**config.mk**
```make
export PLATFORM = sky130hd
export DESIGN_NAME = framed_packet_receiver_crc16_flat
export DESIGN_NICKNAME = d
export VERILOG_FILES = /design/src/hdl/frc_pkg.sv /design/src/hdl/frc_if.sv /design/src/hdl/frc_crc_serial.sv /design/src/hdl/framed_packet_receiver_crc16.sv /design/src/flat_wrapper.sv
export SDC_FILE = /design/constraint.sdc
export NUM_CORES = 1
export LEC_CHECK = 0
export BUFFER_PORTS_ARGS = -buffer_cell sky130_fd_sc_hd__buf_2
export CAP_MARGIN = 20
export CORE_MARGIN = 2
export CORE_UTILIZATION = 55
export CTS_CLUSTER_SIZE = 12
export DETAILED_ROUTE_END_ITERATION = 10
export GPL_TIMING_DRIVEN = 0
export PLACE_DENSITY = 0.84
export SYNTH_ARGS = -nofsm -noshare
export SYNTH_HDL_FRONTEND = slang
export SYNTH_SLANG_ARGS = --single-unit
```
**constraint.sdc**
```tcl
create_clock -name clk_i -period 3.9 [get_ports clk_i]
set_clock_uncertainty 0.2 [all_clocks]
set_input_delay 0.39 -clock clk_i [delete_from_list [all_inputs] [get_ports clk_i]]
set_output_delay 0.39 -clock clk_i [all_outputs]
set_load 0.02 [all_outputs]
```
**src/hdl/frc_pkg.sv**
```systemverilog
// Shared types and constants of the framed packet receiver.
// No dependencies; every other file of the block but frc_if imports this package.
package frc_pkg;

  // Configuration register map: index = paddr[3:2].
  localparam int unsigned ADDR_W = 4;
  typedef logic [1:0] frc_reg_idx_t;
  localparam frc_reg_idx_t REG_MARKER_FIRST  = 2'd0;
  localparam frc_reg_idx_t REG_MARKER_SECOND = 2'd1;
  localparam frc_reg_idx_t REG_TIMEOUT_TICKS = 2'd2;

  localparam logic [7:0]  MARKER_FIRST_RST  = 8'hAA;
  localparam logic [7:0]  MARKER_SECOND_RST = 8'h55;
  localparam logic [15:0] TIMEOUT_RST       = 16'd100;

  // CRC-16/MODBUS, reflected form.
  localparam logic [15:0] CRC_POLY = 16'hA001;
  localparam logic [15:0] CRC_INIT = 16'hFFFF;

  localparam logic [15:0] TICK_MAX = 16'hFFFF;

  // Input operation codes.
  localparam logic OP_BYTE = 1'b0;
  localparam logic OP_TICK = 1'b1;

  // Frame parser phases.
  typedef enum logic [7:0] {
    PH_HUNT  = 8'b0000_0001,
    PH_MARK2 = 8'b0000_0010,
    PH_FUNC  = 8'b0000_0100,
    PH_LENHI = 8'b0000_1000,
    PH_LENLO = 8'b0001_0000,
    PH_DATA  = 8'b0010_0000,
    PH_CRCHI = 8'b0100_0000,
    PH_CRCLO = 8'b1000_0000
  } frc_phase_e;

  // Result sequencer states.
  typedef enum logic [3:0] {
    CT_IDLE   = 4'b0001,
    CT_PUSH   = 4'b0010,
    CT_RUN_RD = 4'b0100,
    CT_RUN_WR = 4'b1000
  } frc_ctl_e;

  // Control of the bit-serial CRC unit.
  typedef struct packed {
    logic start;
    logic seed_init;
  } frc_crc_ctl_t;

  // One result word.
  typedef struct packed {
    logic       frame_ok;
    logic       payload_present;
    logic [7:0] payload_byte;
    logic [4:0] payload_index;
    logic [5:0] payload_length;
    logic [7:0] function_code;
    logic       last_of_run;
    logic       bad_length_flag;
    logic       bad_crc_flag;
    logic       hunting;
  } frc_res_t;

endpackage

```
**src/hdl/frc_if.sv**
```systemverilog
// Valid/ready channel interfaces of the framed packet receiver.
// No dependencies.
interface frc_rx_if;
  logic       valid;
  logic       ready;
  logic       operation;
  logic [7:0] rx_byte;

  modport source (output valid, operation, rx_byte, input ready);
  modport sink   (input valid, operation, rx_byte, output ready);
endinterface

interface frc_res_if;
  logic       valid;
  logic       ready;
  logic       frame_ok;
  logic       payload_present;
  logic [7:0] payload_byte;
  logic [4:0] payload_index;
  logic [5:0] payload_length;
  logic [7:0] function_code;
  logic       last_of_run;
  logic       bad_length_flag;
  logic       bad_crc_flag;
  logic       hunting;

  modport source (output valid, frame_ok, payload_present, payload_byte, payload_index,
                  payload_length, function_code, last_of_run, bad_length_flag,
                  bad_crc_flag, hunting, input ready);
  modport sink   (input valid, frame_ok, payload_present, payload_byte, payload_index,
                  payload_length, function_code, last_of_run, bad_length_flag,
                  bad_crc_flag, hunting, output ready);
endinterface

```
**src/hdl/frc_crc_serial.sv**
```systemverilog
// Bit-serial CRC-16/MODBUS unit: folds one byte at a time into the running CRC.
// Depends on frc_pkg.
module frc_crc_serial import frc_pkg::*; (
  input  logic         clk_i,
  input  logic         rst_ni,
  input  frc_crc_ctl_t ctl_i,
  input  logic [7:0]   byte_i,
  output logic         busy_o,
  output logic [15:0]  crc_o
);

  logic [15:0] crc_q, crc_d;
  logic [15:0] seed;
  logic [15:0] step_in;
  logic [2:0]  cnt_q, cnt_d;
  logic        busy_q, busy_d;

  assign seed    = ctl_i.seed_init ? CRC_INIT : crc_q;
  assign step_in = ctl_i.start ? (seed ^ {8'h00, byte_i}) : crc_q;

  // The start cycle already does the first of the eight shift steps.
  always_comb begin
    crc_d  = crc_q;
    cnt_d  = cnt_q;
    busy_d = busy_q;
    if (ctl_i.start || busy_q) begin
      crc_d = step_in[0] ? ((step_in >> 1) ^ CRC_POLY) : (step_in >> 1);
    end
    if (ctl_i.start) begin
      cnt_d  = 3'd1;
      busy_d = 1'b1;
    end else if (busy_q) begin
      cnt_d = cnt_q + 3'd1;
      if (cnt_q == 3'd7) begin
        busy_d = 1'b0;
      end
    end
  end

  always_ff @(posedge clk_i or negedge rst_ni) begin
    if (!rst_ni) begin
      crc_q  <= '0;
      cnt_q  <= '0;
      busy_q <= 1'b0;
    end else begin
      crc_q  <= crc_d;
      cnt_q  <= cnt_d;
      busy_q <= busy_d;
    end
  end

  assign busy_o = busy_q;
  assign crc_o  = crc_q;

endmodule

```
**src/hdl/framed_packet_receiver_crc16.sv**
```systemverilog
// Channel   Dir  Handshake      Word
// rx_i      in   valid/ready    operation, rx_byte
// res_o     out  valid/ready    frame_ok .. hunting (one status or payload word)
// apb       in   psel/penable   marker_first, marker_second, timeout_ticks
//
// A received byte that feeds the CRC occupies the input for its accept plus seven
// more steps of the bit-serial CRC unit; every item also holds the input until the
// result sequencer is idle again. A good frame emits its payload word by word, each
// word fetched by the registered read of the payload memory. Reset is asynchronous
// and active low; the payload memory is not cleared. A stalled output holds its
// word in the output register while the next item is already being parsed.
//
// Top level of the framed packet receiver; depends on frc_pkg, frc_if and frc_crc_serial.
module framed_packet_receiver_crc16 import frc_pkg::*; #(
  parameter int unsigned MAX_DATA = 32
) (
  input  logic              clk_i,
  input  logic              rst_ni,
  frc_rx_if.sink            rx_i,
  frc_res_if.source         res_o,
  input  logic              psel,
  input  logic              penable,
  input  logic              pwrite,
  input  logic [ADDR_W-1:0] paddr,
  input  logic [31:0]       pwdata,
  output logic [31:0]       prdata,
  output logic              pready
);

  localparam int unsigned CNT_W = $clog2(MAX_DATA + 1);
  localparam int unsigned IDX_W = (MAX_DATA > 1) ? $clog2(MAX_DATA) : 1;

  // Configuration registers.
  logic [7:0]   marker_first_q;
  logic [7:0]   marker_second_q;
  logic [15:0]  timeout_q;
  logic         cfg_we;
  frc_reg_idx_t cfg_idx;

  assign pready  = 1'b1;
  assign cfg_we  = psel && penable && pwrite && pready;
  assign cfg_idx = paddr[3:2];

  always_ff @(posedge clk_i or negedge rst_ni) begin
    if (!rst_ni) begin
      marker_first_q  <= MARKER_FIRST_RST;
      marker_second_q <= MARKER_SECOND_RST;
      timeout_q       <= TIMEOUT_RST;
    end else if (cfg_we) begin
      case (cfg_idx)
        REG_MARKER_FIRST:  marker_first_q  <= pwdata[7:0];
        REG_MARKER_SECOND: marker_second_q <= pwdata[7:0];
        REG_TIMEOUT_TICKS: timeout_q       <= pwdata[15:0];
        default: ;
      endcase
    end
  end

  always_comb begin
    case (cfg_idx)
      REG_MARKER_FIRST:  prdata = {24'h0, marker_first_q};
      REG_MARKER_SECOND: prdata = {24'h0, marker_second_q};
      REG_TIMEOUT_TICKS: prdata = {16'h0, timeout_q};
      default:           prdata = '0;
    endcase
  end

  // Parser state.
  frc_phase_e        phase_q, phase_d;
  frc_ctl_e          ctl_q, ctl_d;
  logic [7:0]        func_q, func_d;
  logic [7:0]        len_hi_q, len_hi_d;
  logic [CNT_W-1:0]  len_q, len_d;
  logic [CNT_W-1:0]  count_q, count_d;
  logic [CNT_W-1:0]  count_inc;
  logic [7:0]        crc_hi_q, crc_hi_d;
  logic              len_err_q, len_err_d;
  logic              crc_err_q, crc_err_d;
  logic [15:0]       idle_q, idle_d;
  logic              pend_ok_q, pend_ok_d;
  logic [IDX_W-1:0]  run_idx_q, run_idx_d;
  logic              run_last;

  logic              rx_acc;
  logic              good;
  logic              mem_we;
  logic [15:0]       len_full;
  frc_crc_ctl_t      crc_ctl;
  logic              crc_busy;
  logic [15:0]       crc_val;

  // Output register.
  frc_res_t          out_q, out_d;
  logic              out_valid_q, out_valid_d;
  logic              out_free;
  logic              out_load;

  // Payload memory.
  logic [7:0]        mem [MAX_DATA];
  logic [7:0]        rd_q;

  frc_crc_serial u_crc (
    .clk_i  (clk_i),
    .rst_ni (rst_ni),
    .ctl_i  (crc_ctl),
    .byte_i (rx_i.rx_byte),
    .busy_o (crc_busy),
    .crc_o  (crc_val)
  );

  assign rx_i.ready = (ctl_q == CT_IDLE) && !crc_busy;
  assign rx_acc     = rx_i.valid && rx_i.ready;
  assign len_full   = {len_hi_q, rx_i.rx_byte};
  assign count_inc  = count_q + CNT_W'(1);
  assign run_last   = (CNT_W'(run_idx_q) + CNT_W'(1)) == len_q;
  assign out_free   = !out_valid_q || res_o.ready;

  // Frame parser: updates the state on each accepted word.
  always_comb begin
    phase_d   = phase_q;
    func_d    = func_q;
    len_hi_d  = len_hi_q;
    len_d     = len_q;
    count_d   = count_q;
    crc_hi_d  = crc_hi_q;
    len_err_d = len_err_q;
    crc_err_d = crc_err_q;
    idle_d    = idle_q;
    good      = 1'b0;
    mem_we    = 1'b0;
    crc_ctl   = '0;
    if (rx_acc) begin
      if (rx_i.operation == OP_TICK) begin
        if (idle_q != TICK_MAX) begin
          idle_d = idle_q + 16'd1;
        end
        if (phase_q != PH_HUNT && idle_d >= timeout_q) begin
          phase_d  = PH_HUNT;
          func_d   = '0;
          len_hi_d = '0;
          len_d    = '0;
          count_d  = '0;
          crc_hi_d = '0;
        end
      end else begin
        idle_d = '0;
        case (phase_q)
          PH_HUNT: begin
            if (rx_i.rx_byte == marker_first_q) begin
              len_err_d = 1'b0;
              crc_err_d = 1'b0;
              phase_d   = PH_MARK2;
            end
          end
          PH_MARK2: begin
            if (rx_i.rx_byte == marker_second_q) begin
              phase_d = PH_FUNC;
            end else if (rx_i.rx_byte != marker_first_q) begin
              phase_d = PH_HUNT;
            end
          end
          PH_FUNC: begin
            func_d            = rx_i.rx_byte;
            crc_ctl.start     = 1'b1;
            crc_ctl.seed_init = 1'b1;
            phase_d           = PH_LENHI;
          end
          PH_LENHI: begin
            len_hi_d      = rx_i.rx_byte;
            crc_ctl.start = 1'b1;
            phase_d       = PH_LENLO;
          end
          PH_LENLO: begin
            crc_ctl.start = 1'b1;
            count_d       = '0;
            if (len_full > 16'(MAX_DATA)) begin
              len_err_d = 1'b1;
              phase_d   = PH_HUNT;
              func_d    = '0;
              len_hi_d  = '0;
              len_d     = '0;
              crc_hi_d  = '0;
            end else begin
              len_d   = CNT_W'(len_full);
              phase_d = (len_full == 16'd0) ? PH_CRCHI : PH_DATA;
            end
          end
          PH_DATA: begin
            mem_we        = 1'b1;
            crc_ctl.start = 1'b1;
            count_d       = count_inc;
            if (count_inc >= len_q) begin
              phase_d = PH_CRCHI;
            end
          end
          PH_CRCHI: begin
            crc_hi_d = rx_i.rx_byte;
            phase_d  = PH_CRCLO;
          end
          PH_CRCLO: begin
            phase_d = PH_HUNT;
            if ({crc_hi_q, rx_i.rx_byte} == crc_val) begin
              good = 1'b1;
            end else begin
              crc_err_d = 1'b1;
            end
          end
          default: begin
            phase_d = PH_HUNT;
          end
        endcase
      end
    end
  end

  // Result sequencer: one status word, or a run of payload words for a good frame with a payload.
  always_comb begin
    ctl_d     = ctl_q;
    pend_ok_d = pend_ok_q;
    run_idx_d = run_idx_q;
    out_load  = 1'b0;
    out_d     = out_q;
    case (ctl_q)
      CT_IDLE: begin
        if (rx_acc) begin
          run_idx_d = '0;
          pend_ok_d = good;
          ctl_d     = (good && len_q != '0) ? CT_RUN_RD : CT_PUSH;
        end
      end
      CT_PUSH: begin
        if (out_free) begin
          out_load              = 1'b1;
          out_d                 = '0;
          out_d.frame_ok        = pend_ok_q;
          out_d.function_code   = pend_ok_q ? func_q : 8'h00;
          out_d.last_of_run     = 1'b1;
          out_d.bad_length_flag = len_err_q;
          out_d.bad_crc_flag    = crc_err_q;
          out_d.hunting         = (phase_q == PH_HUNT);
          ctl_d                 = CT_IDLE;
        end
      end
      CT_RUN_RD: begin
        // Memory data for run_idx_q is registered at this edge.
        ctl_d = CT_RUN_WR;
      end
      CT_RUN_WR: begin
        if (out_free) begin
          out_load              = 1'b1;
          out_d.frame_ok        = 1'b1;
          out_d.payload_present = 1'b1;
          out_d.payload_byte    = rd_q;
          out_d.payload_index   = 5'(run_idx_q);
          out_d.payload_length  = 6'(len_q);
          out_d.function_code   = func_q;
          out_d.last_of_run     = run_last;
          out_d.bad_length_flag = len_err_q;
          out_d.bad_crc_flag    = crc_err_q;
          out_d.hunting         = (phase_q == PH_HUNT);
          if (run_last) begin
            ctl_d = CT_IDLE;
          end else begin
            run_idx_d = run_idx_q + IDX_W'(1);
            ctl_d     = CT_RUN_RD;
          end
        end
      end
      default: begin
        ctl_d = CT_IDLE;
      end
    endcase
  end

  always_comb begin
    out_valid_d = out_valid_q;
    if (out_load) begin
      out_valid_d = 1'b1;
    end else if (res_o.ready) begin
      out_valid_d = 1'b0;
    end
  end

  always_ff @(posedge clk_i or negedge rst_ni) begin
    if (!rst_ni) begin
      phase_q     <= PH_HUNT;
      ctl_q       <= CT_IDLE;
      func_q      <= '0;
      len_hi_q    <= '0;
      len_q       <= '0;
      count_q     <= '0;
      crc_hi_q    <= '0;
      len_err_q   <= 1'b0;
      crc_err_q   <= 1'b0;
      idle_q      <= '0;
      pend_ok_q   <= 1'b0;
      run_idx_q   <= '0;
      out_valid_q <= 1'b0;
    end else begin
      phase_q     <= phase_d;
      ctl_q       <= ctl_d;
      func_q      <= func_d;
      len_hi_q    <= len_hi_d;
      len_q       <= len_d;
      count_q     <= count_d;
      crc_hi_q    <= crc_hi_d;
      len_err_q   <= len_err_d;
      crc_err_q   <= crc_err_d;
      idle_q      <= idle_d;
      pend_ok_q   <= pend_ok_d;
      run_idx_q   <= run_idx_d;
      out_valid_q <= out_valid_d;
    end
  end

  always_ff @(posedge clk_i) begin
    out_q <= out_d;
  end

  always_ff @(posedge clk_i) begin
    if (mem_we) begin
      mem[count_q[IDX_W-1:0]] <= rx_i.rx_byte;
    end
  end

  always_ff @(posedge clk_i) begin
    rd_q <= mem[run_idx_q];
  end

  assign res_o.valid           = out_valid_q;
  assign res_o.frame_ok        = out_q.frame_ok;
  assign res_o.payload_present = out_q.payload_present;
  assign res_o.payload_byte    = out_q.payload_byte;
  assign res_o.payload_index   = out_q.payload_index;
  assign res_o.payload_length  = out_q.payload_length;
  assign res_o.function_code   = out_q.function_code;
  assign res_o.last_of_run     = out_q.last_of_run;
  assign res_o.bad_length_flag = out_q.bad_length_flag;
  assign res_o.bad_crc_flag    = out_q.bad_crc_flag;
  assign res_o.hunting         = out_q.hunting;

`ifndef SYNTH
  // Every accepted word keeps the input closed for at least the next cycle.
  a_one_item: assert property (@(posedge clk_i) disable iff (!rst_ni)
    rx_acc |=> !rx_i.ready)
    else $error("input accepted again right after an accepted word");

  // Bytes covered by the CRC must start the serial CRC unit.
  a_crc_runs: assert property (@(posedge clk_i) disable iff (!rst_ni)
    (rx_acc && rx_i.operation == OP_BYTE &&
     (phase_q == PH_FUNC || phase_q == PH_LENHI || phase_q == PH_LENLO ||
      phase_q == PH_DATA)) |=> crc_busy)
    else $error("CRC unit idle after a covered byte");

  // Payload writes stay within the declared length.
  a_mem_bound: assert property (@(posedge clk_i) disable iff (!rst_ni)
    mem_we |-> (count_q < len_q))
    else $error("payload write beyond declared length");
`endif

endmodule
```
**src/flat_wrapper.sv**
```systemverilog
// flat-port wrapper written by rule: the top's interface ports become plain ports
module framed_packet_receiver_crc16_flat import frc_pkg::*;
#(
  parameter int unsigned MAX_DATA = 32
)
  (clk_i, rst_ni, psel, penable, pwrite, paddr, pwdata, prdata, pready, rx_i_valid, rx_i_operation, rx_i_rx_byte, rx_i_ready, res_o_valid, res_o_frame_ok, res_o_payload_present, res_o_payload_byte, res_o_payload_index, res_o_payload_length, res_o_function_code, res_o_last_of_run, res_o_bad_length_flag, res_o_bad_crc_flag, res_o_hunting, res_o_ready);
  frc_rx_if rx_i_i ();
  frc_res_if res_o_i ();
  input  logic clk_i;
  input  logic rst_ni;
  input  logic psel;
  input  logic penable;
  input  logic pwrite;
  input  logic [ADDR_W-1:0] paddr;
  input  logic [31:0] pwdata;
  output logic [31:0] prdata;
  output logic pready;
  input wire logic [$bits(rx_i_i.valid)-1:0] rx_i_valid;
  input wire logic [$bits(rx_i_i.operation)-1:0] rx_i_operation;
  input wire logic [$bits(rx_i_i.rx_byte)-1:0] rx_i_rx_byte;
  output wire logic [$bits(rx_i_i.ready)-1:0] rx_i_ready;
  output wire logic [$bits(res_o_i.valid)-1:0] res_o_valid;
  output wire logic [$bits(res_o_i.frame_ok)-1:0] res_o_frame_ok;
  output wire logic [$bits(res_o_i.payload_present)-1:0] res_o_payload_present;
  output wire logic [$bits(res_o_i.payload_byte)-1:0] res_o_payload_byte;
  output wire logic [$bits(res_o_i.payload_index)-1:0] res_o_payload_index;
  output wire logic [$bits(res_o_i.payload_length)-1:0] res_o_payload_length;
  output wire logic [$bits(res_o_i.function_code)-1:0] res_o_function_code;
  output wire logic [$bits(res_o_i.last_of_run)-1:0] res_o_last_of_run;
  output wire logic [$bits(res_o_i.bad_length_flag)-1:0] res_o_bad_length_flag;
  output wire logic [$bits(res_o_i.bad_crc_flag)-1:0] res_o_bad_crc_flag;
  output wire logic [$bits(res_o_i.hunting)-1:0] res_o_hunting;
  input wire logic [$bits(res_o_i.ready)-1:0] res_o_ready;
  assign rx_i_i.valid = rx_i_valid;
  assign rx_i_i.operation = rx_i_operation;
  assign rx_i_i.rx_byte = rx_i_rx_byte;
  assign rx_i_ready = rx_i_i.ready;
  assign res_o_valid = res_o_i.valid;
  assign res_o_frame_ok = res_o_i.frame_ok;
  assign res_o_payload_present = res_o_i.payload_present;
  assign res_o_payload_byte = res_o_i.payload_byte;
  assign res_o_payload_index = res_o_i.payload_index;
  assign res_o_payload_length = res_o_i.payload_length;
  assign res_o_function_code = res_o_i.function_code;
  assign res_o_last_of_run = res_o_i.last_of_run;
  assign res_o_bad_length_flag = res_o_i.bad_length_flag;
  assign res_o_bad_crc_flag = res_o_i.bad_crc_flag;
  assign res_o_hunting = res_o_i.hunting;
  assign res_o_i.ready = res_o_ready;
  framed_packet_receiver_crc16 #(.MAX_DATA(MAX_DATA)) u_core (.clk_i(clk_i), .rst_ni(rst_ni), .rx_i(rx_i_i), .res_o(res_o_i), .psel(psel), .penable(penable), .pwrite(pwrite), .paddr(paddr), .pwdata(pwdata), .prdata(prdata), .pready(pready));
endmodule
```
==> results list <==
* Synth cell types: 65
- Synthesized area: 0.0187 mm²
* Number of sinks handled by clock tree synthesis: 422
- RSZ-0062 raised after global routing: true
- Arr. time, crit path: 4120 ps
* Cell at the slowest stage of the critical path: sky130_fd_sc_hd__nand3_1
* Total wirelength of the detailed-routed design: approximately 47 mm
- In this run the standard cell core region covers 0.0334 mm².
- The Yosys step of the flow raised 0 warnings.
- Maximum Capacitance Violations: 0
- Once layout is complete, the utilization of the core stands at roughly two thirds.
- # setup viols final: 0
- The number of hold-slack violations in the final timing report was 0.
- The flow ran to the end, and the final reports show no timing, DRC or antenna violations.
- Traced cell by cell, the critical path runs through clkbuf_1 -> nand3_1 -> nor3_1 -> xor2_1 -> ha_1 -> a211oi_1 -> a31o_2 -> or3_1 -> buf_6 -> mux2_2.
- Primary FF master, synth: sky130_fd_sc_hd__edfxtp_1
* Number of enable flip-flop cells after synthesis: between 200 and 300
- F_max: 0.258 GHz
- The floorplan step defined a die boundary enclosing 0.0354 mm².
- Summing all multi-input logic gate instances after layout gives around 0.0066 mm².
- Register share of total power: between 50% and 60%
* Final Worst Setup Slack: 17.3 ps
- In the final routed layout, each cell accounts on average for 24.4 µm.
* Grt ovf: 0
* Pin count of the biggest net entering global routing: 81
- Area growth syn-to-layout: 16.0%
* TritonCTS clock tree: built
- Of the synthesized area, sequential elements account for 64.2%.
- Number of antenna violations at the first check in global routing: 0
* Antenna Cells: 0
- Site row count: 67
- The internal power of the cells totals 7.55 mW.
- CTS buffer count: 43
* Count of input and output buffers: between 80 and 90
- The H-tree was split into 2 levels.
- Counting along the longest clock path gives a buffer depth of 3.
- The die is 188 µm wide.
* Final slew viol count: 0
- The critical path is of the register to register type.
- Last weighted congestion value of the routability-driven placer: 0.913
- Normalized max-slew margin: roughly a third
- Maximum resistive drop on vdd: 0.000292 V
* Path type of the worst min-delay path: input port to register
- Required arrival time at the worst endpoint: 4130 ps
* Leakage dissipation: 7.93 nW
- The synthesized design contains 422 register bits.
* Net count of the finished layout: 1542
* Drt first pass iters: 7
- Minimum period implied by the final worst setup slack: 3880 ps
- The first global-routing pass estimated slightly above 70 mm of wire.
- Crit start category: register
- Counting flops with an async set or reset pin after synthesis yields a share of 29.6%.
- The cell sitting at the root of the clock tree is a sky130_fd_sc_hd__clkbuf_16.
- A synthesized cell averages about 15 µm².
- Synthesized netlist cell count: 1284
- The detailed router placed 12180 vias in this run.
- Total global routing track utilization: 26.4%
- Share of the clock period used by the worst path: 99.6%
- I/O pin total: 120
- Fill cells in the final layout number about 2200.
* Max stage delay on crit path: around 500 ps
- Fraction of layout cells with a size suffix above 1: 25.8%
* Iteration-0 DRC Markers: 1569
- CP Capture Type: register
* Worst Max-Slew Pin Slew: 1010 ps
* Worst-path fanout max: 10
- Summing all flip-flop and latch instances after layout gives 0.0120 mm².
* Number of global-route vias before repair: roughly 12000
- Summed over all instances, the cell type with the most area after synthesis is sky130_fd_sc_hd__edfxtp_1.
- Starting density of the core: about 56%
- Detailed placement finished with a half-perimeter wire length of 29.4 mm.
* Height of the die: roughly 190 µm
- Via count normalized by instance count: 6.30
* Clock transition at the registers of the reported paths: ~60 ps
- The share of total power dissipated in combinational logic is 10.8%.
- Drc violations: 0
- PD cells: approximately 460 mW/mm²
- Post-route antenna net violation count: 0
- R2R setup slack: 20 ps
* Net switching power: 2.45 mW
- Clock latency reported for the late side of the worst-skew pair: 560 ps
- The clock network burns a little under two fifths of the power.
- Final total power: 10.0 mW
- The top cell type by area accounts for between 40% and 50% of the synthesized area.
- Of the total power, the share spent switching nets is 24.5%.
* Pre-CTS setup slack: -493 ps
- Yosys attributes the largest share of cell area to sky130_fd_sc_hd__edfxtp_1 46%, sky130_fd_sc_hd__dfrtp_1 15%, sky130_fd_sc_hd__mux4_2 9.7%, sky130_fd_sc_hd__mux2_2 2.2%, sky130_fd_sc_hd__ha_1 2.0%.
worst paths after layout:
path | from | end | depth (start not counted)
max in group asynchronous | rst_ni | u_core.u_crc.cnt_q[2] | 3
min in group asynchronous | rst_ni | u_core.func_q[7] | 2
worst min register to register | u_core.crc_err_q | u_core.res_o.bad_crc_flag | 0
worst max register to register | u_core.count_q[4] | u_core.phase_q[5] | 10
worst min-delay path | res_o_ready | u_core.res_o.valid | 3
worst max-delay path | u_core.count_q[4] | u_core.phase_q[5] | 10
what timing repair did:
action | CTS | global route
hold buffers | 17 | 0
hold endpoints to repair | 77 | 0
setup endpoints to repair | 300 | 299
setup buffers | 2 | 13
gates resized for setup | 37 | 67
pin swaps | 3 | 16
flip-flops by register name, summed over array words and instances, names as in the netlist, 3 cells and up:
name and count:
u_core.count_q 6, u_core.crc_hi_q 8, u_core.ctl_q 4, u_core.func_q 8, u_core.idle_q 16, u_core.len_hi_q 8
u_core.len_q 6, u_core.marker_first_q 8, u_core.marker_second_q 8, u_core.mem 256, u_core.phase_q 8, u_core.rd_q 8
u_core.res_o.function_code 8, u_core.res_o.payload_byte 8, u_core.res_o.payload_index 5, u_core.res_o.payload_length 6, u_core.run_idx_q 5, u_core.timeout_q 16
u_core.u_crc.cnt_q 3, u_core.u_crc.crc_o 16
per-stage QoR:
| stage | cells | cell area (µm²) | TNS (ps) | hold WS [ps] |
|---|---|---|---|---|
| floorplan | 1299 | 18700 | 0 | -106 |
| global placement | 1831 | 19700 | -21240 | 236 |
| detailed placement | 1834 | 19800 | -44290 | 156 |
| CTS | 1922 | 21300 | -20640 | 56.9 |
| global route | 1934 | 21700 | -5090 | 71.8 |
| finish | 1934 | 21700 | 0 | 80.6 |
kinds of logic after synthesis:
logic type	after synthesis	synth area share, %
DFF	422	64.2
and+or+nand+nor	330	8.77
AOI/OAI and AO/OA	178	6.12
muxes	140	13.1
buffers and inverters	120	2.87
xor gates and xnor gates	62	2.91
adders and majority gates	30	2.01
other	2	0.0402
Yosys cell counts (11+ instances only):
cell and n:
sky130_fd_sc_hd__inv_1 37, sky130_fd_sc_hd__nor4_1 13, sky130_fd_sc_hd__dfrtp_1 112, sky130_fd_sc_hd__a22o_1 27
sky130_fd_sc_hd__edfxtp_1 289, sky130_fd_sc_hd__dfstp_2 13, sky130_fd_sc_hd__o21ai_0 64, sky130_fd_sc_hd__a21oi_1 42
sky130_fd_sc_hd__mux4_2 80, sky130_fd_sc_hd__nor3_1 20, sky130_fd_sc_hd__xnor2_1 38, sky130_fd_sc_hd__and2_1 11
sky130_fd_sc_hd__mux2_2 36, sky130_fd_sc_hd__buf_4 17, sky130_fd_sc_hd__buf_1 13, sky130_fd_sc_hd__nand2_1 90
sky130_fd_sc_hd__nand3_1 19, sky130_fd_sc_hd__clkbuf_1 45, sky130_fd_sc_hd__ha_1 30, sky130_fd_sc_hd__nor2_1 86
sky130_fd_sc_hd__nor2b_1 15, sky130_fd_sc_hd__xor2_1 24, sky130_fd_sc_hd__and3_1 23, sky130_fd_sc_hd__mux2i_1 24
area by class of cell:
type                    instances  area share, %
well taps                     448           2.59
inverters                      38          0.659
repair buffers                119           3.48
flip-flops and latches        422           55.4
plain buffers                  79           1.80
multi-input cells             757           30.3
clock buffers                  63           5.41
clock inverters                 8          0.410
worst max-delay path: cells and delay by family (launching register included):
kind / cells / cell delay, ps
xor+xnor: 1 / 240
simple gates: 3 / 1090
flops: 1 / 330
compound gates: 2 / 720
buf+inv: 2 / 570
fa+ha+maj: 1 / 270
mux: 1 / 330
placed cells by master, fill, tap and decap left out, types with 38 or more instances in the layout:
master / n
sky130_fd_sc_hd__nor2_1: 49
sky130_fd_sc_hd__buf_2: 88
sky130_fd_sc_hd__edfxtp_1: 289
sky130_fd_sc_hd__a21oi_1: 42
sky130_fd_sc_hd__clkbuf_1: 59
sky130_fd_sc_hd__dfrtp_1: 106
sky130_fd_sc_hd__xnor2_1: 38
sky130_fd_sc_hd__clkbuf_16: 43
sky130_fd_sc_hd__nand2_1: 85
sky130_fd_sc_hd__o21ai_0: 62
sky130_fd_sc_hd__mux4_2: 80
power by group through the flow:
stage	Sequential, mW	Clock [mW]	Combinational, mW
after floorplan	5.18	0	0.642
after global placement	5.19	0	0.923
after detailed placement	5.20	0	0.968
after CTS	5.12	3.80	0.997
after global routing	5.15	3.97	1.18
final	5.13	3.79	1.08
metal layers:
metal	share of wire (%)	routed length, µm	global-route usage (%)
met1	39	18300	35.7
met2	48	22400	42.1
met3	9.6	4540	5.66
met4	4.0	1870	11.2
met5	0	0	0
Note: power is estimated with default switching activity, not from simulation.
